==> src/rtl/ogr_axis_unit.sv <==
// Shared window unit: one multiply, then the clamped source window of one axis.
`timescale 1ns / 1ps
`default_nettype none

module ogr_axis_unit #(
  parameter int SIDE_W          = 8,
  parameter int SZ_W            = 9,
  parameter int RATIO_FRAC_BITS = 8
) (
  input  wire logic              clk_i,
  input  wire logic              rst_ni,
  input  wire logic              start_i,
  input  wire logic [15:0]       t_i,
  input  wire logic [15:0]       ratio_i,
  input  wire logic [SZ_W-1:0]   size_i,
  output logic                   done_o,
  output logic                   empty_o,
  output logic      [SIDE_W-1:0] lo_o,
  output logic      [SIDE_W-1:0] hi_o
);

  localparam logic [32:0] ROUND = 33'((64'd1 << RATIO_FRAC_BITS) - 64'd1);

  logic [31:0] prod_q;
  logic        stage_q;
  logic [32:0] first;
  logic [32:0] win_end;
  logic [32:0] last;
  logic [32:0] size_m1;
  logic [32:0] last_cl;
  logic        empty;

  always_comb begin
    first   = 33'(prod_q >> RATIO_FRAC_BITS);
    win_end = ({1'b0, prod_q} + 33'(ratio_i) + ROUND) >> RATIO_FRAC_BITS;
    last    = win_end - 33'd1;
    size_m1 = 33'(size_i) - 33'd1;
    last_cl = (last > size_m1) ? size_m1 : last;
    empty   = (size_i == '0) || (win_end == '0) || (first > last_cl);
  end

  always_ff @(posedge clk_i or negedge rst_ni) begin
    if (!rst_ni) begin
      stage_q <= 1'b0;
      done_o  <= 1'b0;
    end else begin
      stage_q <= start_i;
      done_o  <= stage_q;
    end
  end

  // The product is registered before the window arithmetic uses it.
  always_ff @(posedge clk_i) begin
    if (start_i) begin
      prod_q <= t_i * ratio_i;
    end
    if (stage_q) begin
      empty_o <= empty;
      lo_o    <= first[SIDE_W-1:0];
      hi_o    <= last_cl[SIDE_W-1:0];
    end
  end

endmodule

`default_nettype wire
==> config.mk <==
export PLATFORM = sky130hd
export DESIGN_NAME = ogr_axis_unit
export DESIGN_NICKNAME = d
export VERILOG_FILES = /design/src/rtl/ogr_axis_unit.sv
export SDC_FILE = /design/constraint.sdc
export NUM_CORES = 1
export LEC_CHECK = 0
export BUFFER_PORTS_ARGS = -buffer_cell sky130_fd_sc_hd__buf_2
export CAP_MARGIN = 30
export CORE_MARGIN = 5
export CORE_UTILIZATION = 57
export CTS_CLUSTER_SIZE = 30
export DETAILED_ROUTE_END_ITERATION = 8
export PLACE_DENSITY = 0.76
export SLEW_MARGIN = 20
export SYNTH_ARGS = -nofsm -noshare
export SYNTH_HDL_FRONTEND = slang
export SYNTH_SLANG_ARGS = --single-unit
==> constraint.sdc <==
create_clock -name clk_i -period 9.9 [get_ports clk_i]
set_input_delay 1.98 -clock clk_i [delete_from_list [all_inputs] [get_ports clk_i]]
set_output_delay 1.98 -clock clk_i [all_outputs]
set_load 0.1 [all_outputs]
* Yosys cells after proc, flatten, opt, wreduce, memory -nomap -nowiden
Index checks and enable logic that the tools add are counted. Widths: inputs -> output; s select.
Cells by class: add/sub/neg operators 4, multiply operators 1, order comparisons 2, muxes and demuxes 1, reductions and logical operators 4
Operator list (count):
- $add 32x16->33 | 1
- $add 33x8->33 const B | 1
- $gt 24x33->1 | 1
- $gt 33x33->1 | 1
- $logic_not 33->1 | 1
- $mux 33 | 1
- $mul 16x16->32 | 1
- $sub 25x1->26 const B | 1
- $sub 9x1->10 const B | 1
- $logic_not 9->1 | 1
- $logic_or 1x1->1 | 2
Word-level totals: flip-flop bits (word level) 51, input bits 44, output and inout bits 18, word-level logic and storage cells 18

* Depth between registers and ports, before layout
Gate-level depths: netlist of run 1.
depth after elaboration 7, depth in mapped cells 42, mapped depth without buffers 36

* Worst setup path after synthesis of run 1
No wires, ideal clock.
kind input to register, from input ratio_i[6], to register empty_o (data pin), setup time 0.259 ns, data arrival time 9.092 ns, data required time 9.641 ns, slack 0.549 ns, stages 39, buffers on the path 5, path through clkbuf_1 clkbuf_1 inv_1 ha_1 inv_1 ha_1 a21oi_1 o21ai_1 and2_1 nor3_1 mux2i_1 o2111a_4 and4b_1 buf_6 a211oi_1 or3_1 and2_1 ha_1 [3 not listed] o21ai_0 o21ai_0 o32a_1 and2_1 clkbuf_1 clkbuf_1 o21ai_0 ha_1 a21o_1 a21oi_1 a21oi_1 o31ai_1 o211ai_1 a221o_1 a21oi_1 a211oi_1 o31ai_1 o21ai_1
Between the ends: longest elaborated chain between the ends 7, elaborated cells on any way between the ends 9, classes of those cells add/sub: 3; order compare: 2; mux: 1; reduce/logical: 3
Ends and longest elaborated chain:
- start, declared | line 14 | input wire logic [15:0] ratio_i,
- $add 32x16->33 * | line 35 | win_end = ({1'b0, prod_q} + 33'(ratio_i) + ROUND) >> RATIO_FRAC_BITS;
- $add 33x8->33 * | line 35
- $sub 25x1->26 | line 36 | last = win_end - 33'd1;
- $gt 33x33->1 | line 38 | last_cl = (last > size_m1) ? size_m1 : last;
- $mux 33 | line 38
- $gt 24x33->1 | line 39 | empty = (size_i == '0) || (win_end == '0) || (first > last_cl);
- $logic_or 1x1->1 * | line 39
- net empty | line 31 | logic empty;
- end signal, assigned | line 58 | empty_o <= empty;
- end, declared | line 17 | output logic empty_o,
The timed path passes the listed nets; every way through them passes the cells marked *. A chain may end at the register's enable or synchronous reset.

* Final worst setup path of run 1
from input ratio_i[5], to register empty_o (data pin)
The elaborated chain is that of the path after synthesis.

==> results.md, run 1 <==
* Share of layout cells above drive strength 1 at 0.0740
* Total track usage at 0.245
* GRT overflow at 0
* Worst-Margin Slew at 0.760 ns
* CTS max path bufs at 2
* Top cell by count, worst path: a21oi_1
* Fin util at 0.616
* Asr flop ratio synth at 0.0392
* Initial Utilization at 0.582
* Hold Path Class: reg2reg
* Largest area contributor in the netlist: fa_1
* # clock sinks at 51
* Fillers at 1972
* Post-Synth Adder-Cell Area at 0.470
* Distinct cells, synth at 72
* Synth top area share at 0.293
* Final setup fails at 0
* Initial DRT Pass Iterations at 5
* Seq/Total Area, Yosys at 0.115
* Vert. Die Dim at 162 um
* Post-Route M1 WL at 13900 um
* EDFF count, synth at 49
* Number of DRC markers in iteration 0 at 694
* Clk_lat worst skew at 0.30 ns
* Met2 Wirelength at 15400 um
* Crit start category: primary input
* Cells after synthesis at 1489
* Die ar. at 0.0264 sq mm
* Post-synth top flop: edfxtp_1
* Post-route DRC at 0
* Detailed Route WL at 31600 um
* Final std cells w/o fill at 1841
* Fin crit share at 0.948
* Mapped Avg Cell Area at 8.90 sq um
* GP Congestion at 0.974
* Fin. Hold Viols at 0
* Synth Warn # at 0
* CTS H-Tree Depth at 2
* Worst setup EP type: register
* Via-per-instance ratio at 5.66
* WP data required at 9.96 ns
* Pre-CTS WS at -0.0417 ns
* Post-route ant nets at 0
* Hold_ws at 0.522 ns
* Layout overhead on the synthesized area at 5.81%
* Maxcap violations at 0
* Site row count at 55
* Xor and xnor area share after synthesis at 0.0416
* Core area at 0.0228 sq mm
* WS Path Type: in2reg
* Synth Cell Area at 0.0133 sq mm
* TritonCTS buffer count at 5
* Simple-gate area share of the yosys netlist at 0.182
* Largest family of logic cells by synthesized area: adder cells
* Met3 wire length at 1660 um
* Status: complete, no violations
* Slew Viols, Final at 0
* Vias in the first global route at 11000
* Port Buffer Count at 61
* Max-slew headroom at 0.493
* Chip width at 162 um
* Highest Signal Layer: met4
* Clk_skew at 0.00974 ns
* Initial antenna violation count at 2
* Worst Path Max Fanout at 20
* Pin count of the biggest net entering global routing at 34
* Post-CTS Hold Buffers at 0
* Synth top area cells: fa_1 (29%), ha_1 (18%), edfxtp_1 (11%), inv_1 (7.6%), nand2_1 (5.8%)
* Mux contribution to synthesized area at 0.00831
* Clock root cell: clkbuf_16
* FF+latch count, synth at 51
* Compound-Gate Fraction of Synth Area at 0.0910
* WP data arrival at 9.45 ns
* Wire per inst at 17.2 um
* Fmax at 107 MHz
* Wire length of the first global-routing pass at 52700 um
* Final #Nets at 1950
* Via count at 10400
* Crit path largest cell delay at 0.41 ns
* I/O pin total at 62
* Placed Cells at 1831
* Setup ws final at 0.511 ns
* Minimum clock period at 9.39 ns
* Hpwl dp at 26500 um
* Slowest cell on crit path: nor4_1
* Clock slew at reported path FFs at 0.08 ns
* CTS tree: built
* Syn Nets at 1914
-- worst max-delay path: cells and delay by family --
kind / cells / cell delay, ns
adders and majority gates: 4 / 1.06
buffers and inverters: 3 / 0.45
AOI/OAI and AO/OA: 18 / 3.19
and+or+nand+nor: 9 / 2.29
muxes: 1 / 0.32
xor gates and xnor gates: 1 / 0.15
-- through the flow --
stage	TNS (ns)	cell area (sq um)
2_1_floorplan	0	13300
3_3_place_gp	0	13900
3_5_place_dp	-0.0417	13900
4_1_cts	0	14000
5_1_grt	-0.0137	14000
6_report	0	14000
-- what timing repair did --
item	in CTS	in global routing
setup endpoints to repair	0	1
gates resized for setup	0	4
buffers inserted	0	0
-- cell type report --
cell class | instances | area, sq um | area share
multi-input combinational | 1121 | 10500 | 0.750
sequential | 51 | 1520 | 0.109
inverter | 268 | 1010 | 0.0717
timing repair buffer | 78 | 433 | 0.0309
tap | 313 | 392 | 0.0279
clock buffer | 5 | 125 | 0.00892
clock inverter | 3 | 26.3 | 0.00187
antenna | 2 | 5.00 | 0.000357
-- Yosys cell counts (4+ instances only) --
master and n:
edfxtp_1 49, mux2i_1 11, or3_1 14, nor2b_1 7
o21ai_0 29, a21oi_1 65, xor2_1 21, nor2_1 42
and3_1 11, buf_6 5, and2_1 98, a211oi_1 6
or2_2 5, ha_1 187, nand2b_1 10, nand3_1 18
xnor2_1 42, o21ai_1 7, fa_1 194, o21a_1 12
clkbuf_1 41, a21oi_2 4, nor3_1 21, inv_1 268
nor4_1 11, or4_1 4, o21bai_1 5, a21o_1 25
nand2_1 206, nand4_1 14
-- state kept, by name (all words and copies together), names as in the netlist --
signal / count
empty_o: 1
done_o: 1
stage_q: 1
lo_o: 8
hi_o: 8
prod_q: 32
-- worst paths after layout --
check	from	endpoint	slack, ns	cells after the start
setup reg to reg	prod_q[15]	empty_o	2.01	33
hold / removal	prod_q[8]	lo_o[0]	0.52	0
hold reg to reg	prod_q[8]	lo_o[0]	0.52	0
max in group asynchronous	rst_ni	stage_q	8.36	1
setup / recovery	ratio_i[5]	empty_o	0.51	36
min in group asynchronous	rst_ni	done_o	1.44	1
-- layout by cell type (no fill, tap or decap), types with 12 or more instances in the layout --
cell / n
inv_1: 268
nand2_1: 206
fa_1: 194
ha_1: 187
and2_1: 97
a21oi_1: 65
buf_2: 61
edfxtp_1: 49
xnor2_1: 42
nor2_1: 41
o21ai_0: 29
a21o_1: 25
nor3_1: 21
xor2_1: 21
nand3_1: 18
buf_4: 17
nand4_1: 14
or3_1: 14
o21a_1: 12
-- routing by layer --
layer  GRT usage  vias to the layer above
met1       0.326                     5177
met4      0.0577                        0
met3      0.0344                       61
met2       0.426                      297
met5           0                        -
li1            -                     4889
-- cells by family after synthesis --
logic type               Yosys count
XOR/XNOR                          63
AND/OR/NAND/NOR                  480
adder cells (fa/ha/maj)          381
buffers and inverters            317
multiplexers                      11
flip-flops                        51
AO/OA/AOI/OAI                    186
Power of run 1 is left out: the tool's default activity adds up to more than one toggle a clock period on the data nets, which glitch-free logic cannot reach.
==> inputs of run 2 (changes only) <==
==> constraint.sdc (replaced) <==
create_clock -name clk_i -period 9.9 [get_ports clk_i]
set_input_delay 0.495 -clock clk_i [delete_from_list [all_inputs] [get_ports clk_i]]
set_output_delay 0.495 -clock clk_i [all_outputs]
set_load 0.1 [all_outputs]
==> run 2 against run 1 <==
Effect of this change: sequential cell count is the same; cell count shrank 0.76%; non-clock buffer count shrank 14; design area shrank 0.80%; critical path depth is the same; first-iteration DRC count grew 16%; die area is the same; global-route usage is essentially flat; hold slack lost 0.031 ns; sequential share of layout area grew 0.088 points.
==> results.md, run 2 (synthesized netlist as in run 1, its figures left out) <==
* Total track usage at 0.245 (+0.000395)
* Site row count at 55 (unchanged)
* Worst-Margin Slew at 0.955 ns (+0.195 ns)
* # clock sinks at 51 (unchanged)
* Crit start category: primary input
* Commonest non-fill, non-tap cells in the layout: inv_1 (268), nand2_1 (206), fa_1 (194), ha_1 (187), and2_1 (98)
* Slew Viols, Final at 0 (unchanged)
* Stages on the worst setup path at 36 (unchanged)
* Fin crit share at 0.884 (-0.0646)
* Minimum clock period at 8.75 ns (-0.640 ns)
* CTS H-Tree Depth at 2 (unchanged)
* Clk_skew at 0.0163 ns (+0.00655 ns)
* CTS max path bufs at 2 (unchanged)
* Post-CTS Setup Inserts at 0 (unchanged)
* Number of DRC markers in iteration 0 at 807 (+16%)
* Share of layout cells above drive strength 1 at 0.0628 (-0.0112)
* Wire per inst at 17.1 um (-0.30%)
* GP Congestion at 0.887 (-9.0%)
* Fmax at 114 MHz (+7.3%)
* Clock root cell: clkbuf_16
* Worst setup endpoint: empty_o
* Post-route DRC at 0 (unchanged)
* WP data arrival at 8.81 ns (-0.64 ns)
* Top cell by count, worst path: a21oi_1
* Port Buffer Count at 61 (unchanged)
* Initial antenna violation count at 3 (+1)
* Wire length of the first global-routing pass at 52900 um (+0.39%)
* Pin count of the biggest net entering global routing at 34 (unchanged)
* CTS tree: built
* Max-slew headroom at 0.355 (-0.138)
* Crit path buffers/inverters at 4 (+1)
* Detailed Route WL at 31300 um (-1.1%)
* Reg2reg path depth at 33 (unchanged)
* Chip width at 162 um (unchanged)
* Vert. Die Dim at 162 um (unchanged)
* Layout overhead on the synthesized area at 4.96%
* Worst R2R Setup Slack at 1.33 ns (-0.68 ns)
* Crit path from: ratio_i[6]
* Fin. Hold Viols at 0 (unchanged)
* Crit path largest cell delay at 0.49 ns (+0.08 ns)
* RR Startpoint: prod_q[8]
* Slowest cell on crit path: nor2_1
* Worst setup EP type: register
* I/O pin total at 62 (unchanged)
* TritonCTS buffer count at 5 (unchanged)
* Max FFs per register at 32 (unchanged)
* Final setup fails at 0 (unchanged)
* Core area at 0.0228 sq mm (unchanged)
* GRT overflow at 0 (unchanged)
* Status: complete, no violations
* Initial DRT Pass Iterations at 5 (unchanged)
* Via-per-instance ratio at 5.70 (+0.75%)
* Commonest non-fill, non-tap cell in the layout: inv_1
* Hold Path Class: in2async
* CP top delay family: simple AND/OR/NAND/NOR gates
* Setup TNS at 0 ns (unchanged)
* Hpwl dp at 25300 um (-4.3%)
* WS Path Type: in2reg
* Via count at 10400 (-0.019%)
* Maxcap violations at 0 (unchanged)
* Worst Path Max Fanout at 18 (-10%)
* Initial Utilization at 0.582 (unchanged)
* RSZ-0062 raised after global routing: false
* Largest registers: prod_q x32, hi_o x8, lo_o x8
* Vias in the first global route at 10900 (-0.62%)
* Die ar. at 0.0264 sq mm (unchanged)
* Worst R2R End: empty_o
* WP data required at 9.96 ns (about the same)
* Clk_lat worst skew at 0.30 ns (about the same)
* Post-route ant nets at 0 (unchanged)
* Clock slew at reported path FFs at 0.08 ns (about the same)
* Register with the most flip-flops: prod_q
* Final #Nets at 1936 (-0.72%)
==> run 2: how the worst min path moves through the flow <==
stage	to	start	cells after the start	slack (ns)
detailed placement	stage_q	rst_ni	1	0.28
CTS	stage_q	rst_ni	2	0.50
global placement	done_o	rst_ni	1	0.28
finish	stage_q	rst_ni	2	0.49
global route	stage_q	rst_ni	2	0.49
floorplan	done_o	rst_ni	0	0.20
==> run 2: area by class of cell <==
type | instances | area (sq um)
inverter | 268 | 1010
sequential | 51 | 1520
multi-input combinational | 1121 | 10500
antenna | 2 | 5.00
fill | 1954 | 8870
tap | 313 | 392
clock inverter | 3 | 27.5
timing repair buffer | 64 | 330
clock buffer | 5 | 125
==> run 2: through the flow <==
step	std cells	worst slack, ns	cell area [sq um]	hold slack (ns)	utilization
2_1_floorplan	1489	2.03	13300	0.199	-
3_3_place_gp	1816	1.17	13700	0.279	0.603
3_5_place_dp	1816	0.995	13700	0.285	0.603
4_1_cts	1825	1.28	13900	0.495	0.610
5_1_grt	1827	0.467	13900	0.491	0.611
6_report	1827	1.15	13900	0.491	0.611
==> run 2: metal layers <==
layer  GRT usage  vias to the layer above  routed length [um]
met5           0                        -                   0
li1            -                     4860                   -
met2       0.419                      389               15200
met4      0.0573                        0                 518
met3      0.0301                       47                2160
met1       0.336                     5126               13400
==> run 2: timing repair <==
action                                 CTS  global route
endpoints found under the hold margin    2             0
hold buffers                             1             0
gates resized for setup                  0             0
Power of run 2 is left out for the same reason.
